### src/rtl/ffa_pkg.sv
// ----------------------------------------------------------------------------
// ffa_pkg
// Shared types and constants for the first-fit block allocator.
// ----------------------------------------------------------------------------
package ffa_pkg;

  localparam int NUM_BLOCKS_DEF   = 1024;
  localparam int MAX_ALLOC_BLOCKS = 255;
  localparam int WORD_BITS        = 8;   // free-map bits per memory word

  localparam logic OP_ALLOC = 1'b0;
  localparam logic OP_FREE  = 1'b1;

  typedef enum logic [1:0] {
    ST_OK    = 2'd0,
    ST_NOFIT = 2'd1,
    ST_RANGE = 2'd2
  } status_t;

  typedef enum logic [5:0] {
    S_CLR  = 6'b000001,
    S_IDLE = 6'b000010,
    S_SCAN = 6'b000100,
    S_FLEN = 6'b001000,
    S_MRD  = 6'b010000,
    S_MWR  = 6'b100000
  } state_t;

  // result of one pass of the run search over a free-map word
  typedef struct packed {
    logic       found;
    logic [2:0] off;
    logic [7:0] run;
  } scan_res_t;

endpackage

### src/rtl/ffa_run_step.sv
// ----------------------------------------------------------------------------
// ffa_run_step
// Run-length search over one free-map word, lowest bit first.
// ----------------------------------------------------------------------------
module ffa_run_step (
  input  logic [7:0]        word_i,
  input  logic [7:0]        mask_i,
  input  logic [7:0]        run_i,
  input  logic [7:0]        need_i,
  output ffa_pkg::scan_res_t res_o
);
  import ffa_pkg::*;

  always_comb begin
    logic [7:0] run;
    logic       found;
    logic [2:0] off;
    run   = run_i;
    found = 1'b0;
    off   = 3'd0;
    for (int k = 0; k < WORD_BITS; k++) begin
      if (!found) begin
        if (word_i[k] && mask_i[k]) run = run + 8'd1;
        else run = 8'd0;
        if (run == need_i) begin
          found = 1'b1;
          off   = 3'(k);
        end
      end
    end
    res_o.found = found;
    res_o.off   = off;
    res_o.run   = run;
  end

endmodule

### config.mk
export PLATFORM = sky130hd
export DESIGN_NAME = ffa_run_step
export DESIGN_NICKNAME = d
export VERILOG_FILES = /design/src/rtl/ffa_pkg.sv /design/src/rtl/ffa_run_step.sv
export SDC_FILE = /design/constraint.sdc
export NUM_CORES = 1
export LEC_CHECK = 0
export ABC_AREA = 0
export BUFFER_PORTS_ARGS = -buffer_cell sky130_fd_sc_hd__buf_4
export CAP_MARGIN = 20
export CORE_ASPECT_RATIO = 0.8
export CORE_MARGIN = 4
export CORE_UTILIZATION = 53
export DETAILED_ROUTE_END_ITERATION = 10
export GPL_ROUTABILITY_DRIVEN = 0
export MAX_ROUTING_LAYER = met4
export PLACE_DENSITY = 0.73
export SYNTH_ARGS = -nofsm -noshare
export SYNTH_HDL_FRONTEND = slang
export SYNTH_SLANG_ARGS = --single-unit
export TNS_END_PERCENT = 1
### constraint.sdc
create_clock -name vclk -period 12
set_input_delay 1.2 -clock vclk [all_inputs]
set_output_delay 1.2 -clock vclk [all_outputs]
set_load 0.01 [all_outputs]
==> results of run 1 <==
cells by family (layout without fill, tap and decap cells):
logic type / Yosys count / after routing / share of synthesized area
compound gates: 334 / 334 / 0.4176
xor+xnor: 41 / 41 / 0.05952
fa+ha+maj: 5 / 5 / 0.01016
buf+inv: 90 / 96 / 0.06906
mux: 31 / 31 / 0.05627
simple gates: 440 / 440 / 0.3874
metal layers:
layer	share of wire	track usage	vias up
met4	0.035	0.06822	0
met2	0.40	0.4606	667
met5	0	-	-
met1	0.42	0.4942	3698
li1	-	-	3728
met3	0.14	0.06828	83
layout by cell type (no fill, tap or decap), types with 9 or more instances in the layout:
cell      instances
and2_1           17
xnor2_1          33
nor4_1           21
or4_1            10
mux2i_1          21
a21oi_1          43
inv_1            16
o21ai_0          51
or3_1            14
a31oi_1          16
o211ai_1         19
nand3_1          53
nor2_1           86
and4_1            9
a211oi_1         16
o21a_1           10
nor3_1           40
o31ai_1           9
and3_1           16
o21ai_1          12
a211o_1           9
nand4_1          24
nand2_1          88
buf_4            76
power groups by stage:
stage,sequential (uW),clock [uW],combinational [uW]
after floorplan,0,0,91.2
after global placement,0,0,126
after detailed placement,0,0,127
after CTS,0,0,127
after global routing,0,0,143
final,0,0,135
path summary, 6_finish.rpt:
path	from	to	slack, ns	cells past startpoint
worst min-delay path	mask_i[7]	res_o[4]	3.05	4
worst max-delay path	run_i[0]	res_o[10]	0.33	38
repair_timing:
item                                    in CTS  in global routing
resized for setup                            0                 18
buffers inserted                             0                  1
endpoints found under the setup margin       0                 12
stage by stage:
stage                     total power, uW    util  TNS [ns]  hold WS, ns  instances
after floorplan                     91.19       -         0        2.859        941
after global placement              125.7  0.5902         0        3.045       1090
after detailed placement            126.7  0.5902         0        3.048       1090
after CTS                           127.2  0.5902         0        3.052       1090
after global routing                143.4  0.6001   -0.1938        3.099       1091
final                               134.5  0.6001         0        3.054       1091
worst max-delay path, delay by kind of cell:
family / cells / cell delay (ns)
compound gates: 19 / 4.94
simple gates: 9 / 2.13
fa+ha+maj: 3 / 0.98
buf+inv: 4 / 0.61
xor+xnor: 2 / 0.35
mux: 1 / 0.22
area by class of cell:
| cell class | count | area [um^2] |
|---|---|---|
| Timing Repair Buffer | 76 | 570.5 |
| Tap cell | 144 | 180.2 |
| Fill cell | 1085 | 4441 |
| Inverter | 20 | 78.83 |
| Multi-Input combinational cell | 851 | 5833 |
==> run summary, run 1 <==
The die height came out at 104.4 um. The remaining antenna violation count after routing is 0. The count of sequential standard cells came out at 0. The share of total power dissipated in combinational logic is 1.000. The leakage dissipation is 0.002213 uW. The flow ran to the end, and the final reports show no timing, DRC or antenna violations. The number of hold buffers added after CTS is 0.

The internal portion of the total power is 45.83 uW. STA classifies the critical path startpoint as an input port. The worst hold path belongs to the class input port to output port. The maximum net fanout on the critical path came out at 20. Summing all non-filler instances in the final layout gives an area of 6663 um^2. The global router's overall resource usage came out at 0.3329. The average cell area after synthesis came out at 6.546 um^2. The first global-routing pass estimated 37.05 mm of wire. The commonest cells after synthesis are nand2_1 (88), nor2_1 (87), nand3_1 (53), o21ai_0 (51), a21oi_1 (46).

Entering global routing, the biggest net connects 27 pins. The clock buffer count in the final layout is 0. The net count reported at finish came out at 986. The cell area after synthesis is 6160 um^2. For this run, design rule violations remaining after detail routing come to 0.

By area the synthesized netlist is led by nand2_1 (5.4%), nor2_1 (5.3%), xnor2_1 (4.7%). The area taken by flip-flops and latches came out at 0 um^2. The portion of synthesized cell area occupied by the leading cell type came out at 0.05363. The synthesis-to-layout area growth came out at 8.166%.

The count of cell types in the netlist came out at 112. The final max-slew violation count was 0. Synthesis produced a netlist with a net count of 978. The remaining global-route overflow is 0.

For this design the ratio of total power to cell area is 20.19 nW/um^2. The count of pins on the block boundary is 44. The total net switching power is 88.69 uW.

The part of the total power dissipated in the clock network came out at 0. The worst-case setup margin in the final layout came out at 0.3254 ns. The floorplan step defined a die boundary enclosing 13,420 um^2.

The required time of the critical path came out at 10.80 ns. For the pin with the worst max-slew slack, the measured transition is 0.9162 ns. The share of final-layout standard cells stronger than drive strength 1 is 0.1816. The reported max-cap violation count is 0. The switching part of the total is 0.6593. The initial cell density of the core came out at 0.5548. The sequential share of the synthesized area came out at 0. Before CTS, the worst setup slack after placement is 0.1556 ns.

The first-iteration detailed-routing DRC count is 1,150. Summing all placed instances gives a cell area of 6553 um^2. The gate count after technology mapping is 941.

The number of global-route vias before repair came out at 7,023. After floorplanning, the core was divided into 34 placement rows. The fmax is 85.66 MHz. The number of failing setup endpoints in the final timing report is 0. By instance count, the leading cell after synthesis is nand2_1.

The startpoint-to-endpoint class of the critical path is input port to output port. The port buffer count is 44. The initial antenna violation count was 0. The cell with the biggest individual delay on the critical path is or3_4.

During synthesis, Yosys emitted a total of 0 warnings. The final routed wire length divided by cell count is 21.61 um. Detailed routing inserted a total of 8,176 vias.

The diode insertion count for antenna repair came out at 0. The total half-perimeter wirelength after legalization and detailed placement came out at 17.47 mm. The worst endpoint data arrival time came out at 10.47 ns. The longest individual stage delay on the worst path came out at 0.54 ns. The sequential cell fraction of total power came out at 0.

The tightest slew margin relative to the limit came out at 0.3892. VDD sags by at most 0.00002666 V. The synthesized design spends more area on one cell type than any other, namely nand2_1.

The count of endpoints failing hold in the final timing report was 0. The area of the core is 11,100 um^2. The number of vias per cell after detailed routing is 7.494. For this run, the detailed router's first-pass iteration total came to 6. The wire length after detailed routing is 23.57 mm.

The floorplan step set the die width to 128.5 um. The time the worst path needs with I/O delays and setup came out at 11.67 ns. Counting stages on the worst path, the most repeated cell is buf_4.

The endpoint class of the critical path is an output port. Dividing the final minimum period by the clock period gives 0.9729.
Power figures use the tool's default switching activity.
==> run 2: changes to the inputs <==
Clock period 12 ns to 14.6 ns, I/O delays scaled along.
==> run summary, run 2 (same netlist as run 1, synthesis figures left out) <==
The met2 track demand over resource in global routing is 0.4651 (+0.004461). The worst hold path class is input port to output port. The met1 track utilization from global routing is 0.4968 (+0.002612). The site row count came out at 34 (unchanged). The number of post-CTS setup repair buffers came out at 0 (unchanged). The synthesis-to-layout area growth came out at 3.413%. The die width is 128.5 um (unchanged).

The area taken by flip-flops and latches came to 0 um^2 (unchanged). The count of sequential standard cells was 0 (unchanged). The maximum net fanout on the critical path came out at 20 (unchanged).

The worst endpoint data arrival time came out at 11.76 ns (+1.29 ns). The slew at the pin closest to its max-slew limit is 1.110 ns (+0.1937 ns). The number of vias in the routed layout came out at 8,011 (-2.0%).

The total of cells resized after clock tree synthesis is 0 (unchanged). The part of the cycle the worst path needs is 0.9053. The required time of the critical path is 13.14 ns (+2.34 ns). The first-iteration detailed-routing DRC count is 1,214 (+5.6%).

The area of the core is 11,100 um^2 (unchanged). The run finished with clean final reports. The number of vias per cell after detailed routing is 7.515 (+0.28%). The largest vdd supply drop came out at 0.00002397 V (-10%). The remaining antenna violation count after routing is 0 (unchanged).

The worst setup path is captured at an output port. The remaining global-route overflow is 0 (unchanged). The fmax came out at 75.66 MHz. The time the worst path needs with I/O delays and setup came out at 13.22 ns. The number of hold buffers added after CTS is 0 (unchanged). The pin count of the biggest net entering global routing was 27 (unchanged).

The reported max-cap violation count came out at 0 (unchanged). The wire length after detailed routing is 22.71 mm (-3.7%). The commonest non-fill, non-tap cell in the layout is nand2_1.

The power density over cell area is 16.51 nW/um^2 (-18%). The clock buffer count in the final layout is 0 (unchanged). The most prevalent standard cell on the critical path is nand2_1. The share of final-layout standard cells stronger than drive strength 1 is 0.1464 (-0.03521).

The port buffer count is 44 (unchanged). The remaining design rule violation count was 0 (unchanged). The count of endpoints failing hold in the final timing report came to 0 (unchanged). The initial antenna violation count is 0 (unchanged). The count of pins on the block boundary is 44 (unchanged).

The final max-slew violation count is 0 (unchanged). In the layout the commonest cells are nand2_1 (88), nor2_1 (87), nand3_1 (53). The tightest slew margin relative to the limit is 0.2600 (-0.1291). The aggregate negative setup slack was 0 ns (unchanged). The global router's overall resource usage was 0.3303 (-0.002599). The diode insertion count for antenna repair came out at 0 (unchanged). The leakage dissipation was 0.002063 uW (-6.8%). In this run the most used layer during global routing was met1.

The number of detailed-route iterations in the first pass is 6 (unchanged). The number of global-route vias before repair is 6,832 (-2.7%). The type of origin of the critical path is an input port. The met3 capacity usage during global routing came to 0.05287 (-0.01540). The net count reported at finish was 961 (-2.5%).

The number of failing setup endpoints in the final timing report came out at 0 (unchanged). The cell with the biggest individual delay on the critical path is nor4_1. The startpoint-to-endpoint class of the critical path is input port to output port.

The longest individual stage delay on the worst path came out at 0.64 ns (+0.10 ns). The initial cell density of the core is 0.5548 (unchanged). The final routed wire length divided by cell count came out at 21.30 um (-1.4%).

The number of filler cells placed in the layout came out at 1,086 (+0.092%). The die height is 104.4 um (unchanged). Setup repair after global routing left no endpoint under its margin. The post-layout total power came out at 105.2 uW (-22%). The total half-perimeter wirelength after legalization and detailed placement is 17.24 mm (-1.3%). The full die area is 13,420 um^2 (unchanged).

The first-pass GRT wire length came to 36.49 mm (-1.5%).
-- run 2: layout make-up --
| type | instances | area, um^2 | share of cell area |
|---|---|---|---|
| inverters | 20 | 75.07 | 0.01179 |
| well taps | 144 | 180.2 | 0.02829 |
| multi-input cells | 851 | 5734 | 0.9002 |
| repair buffers | 51 | 380.4 | 0.05971 |
-- run 2: critical path: cells and delay by family --
kind                       cells  cell delay (ns)
AOI/OAI and AO/OA             17             4.83
and+or+nand+nor               12             3.79
adders and majority gates      2             0.71
buffers and inverters          3             0.41
muxes                          1             0.36
xor gates and xnor gates       1             0.16
-- run 2: path summary, 6_finish.rpt --
| kind | startpoint | end | slack (ns) | depth (start not counted) |
|---|---|---|---|---|
| hold / removal | mask_i[7] | res_o[4] | 3.57 | 4 |
| setup / recovery | word_i[0] | res_o[9] | 1.38 | 36 |
-- run 2: metal layers --
layer	routed length, um	part of all wire
met1	9774	0.43
met2	9224	0.41
met3	3047	0.13
met4	660	0.029
met5	0	0
-- run 2: where the power goes --
part	internal [uW]	switching (uW)	total, uW
clock network	0	0	0
registers	0	0	0
logic	35.1	70.0	105
-- run 2: stage by stage --
stage | setup WS (ns) | area [um^2] | instances | utilization | hold WS [ns]
2_1_floorplan | 3.647 | 6160 | 941 | - | 3.379
3_3_place_gp | 1.858 | 6365 | 1065 | 0.5732 | 3.573
3_5_place_dp | 1.788 | 6365 | 1065 | 0.5732 | 3.567
4_1_cts | 1.778 | 6365 | 1065 | 0.5732 | 3.569
5_1_grt | 0.5936 | 6370 | 1066 | 0.5737 | 3.608
6_report | 1.383 | 6370 | 1066 | 0.5737 | 3.568
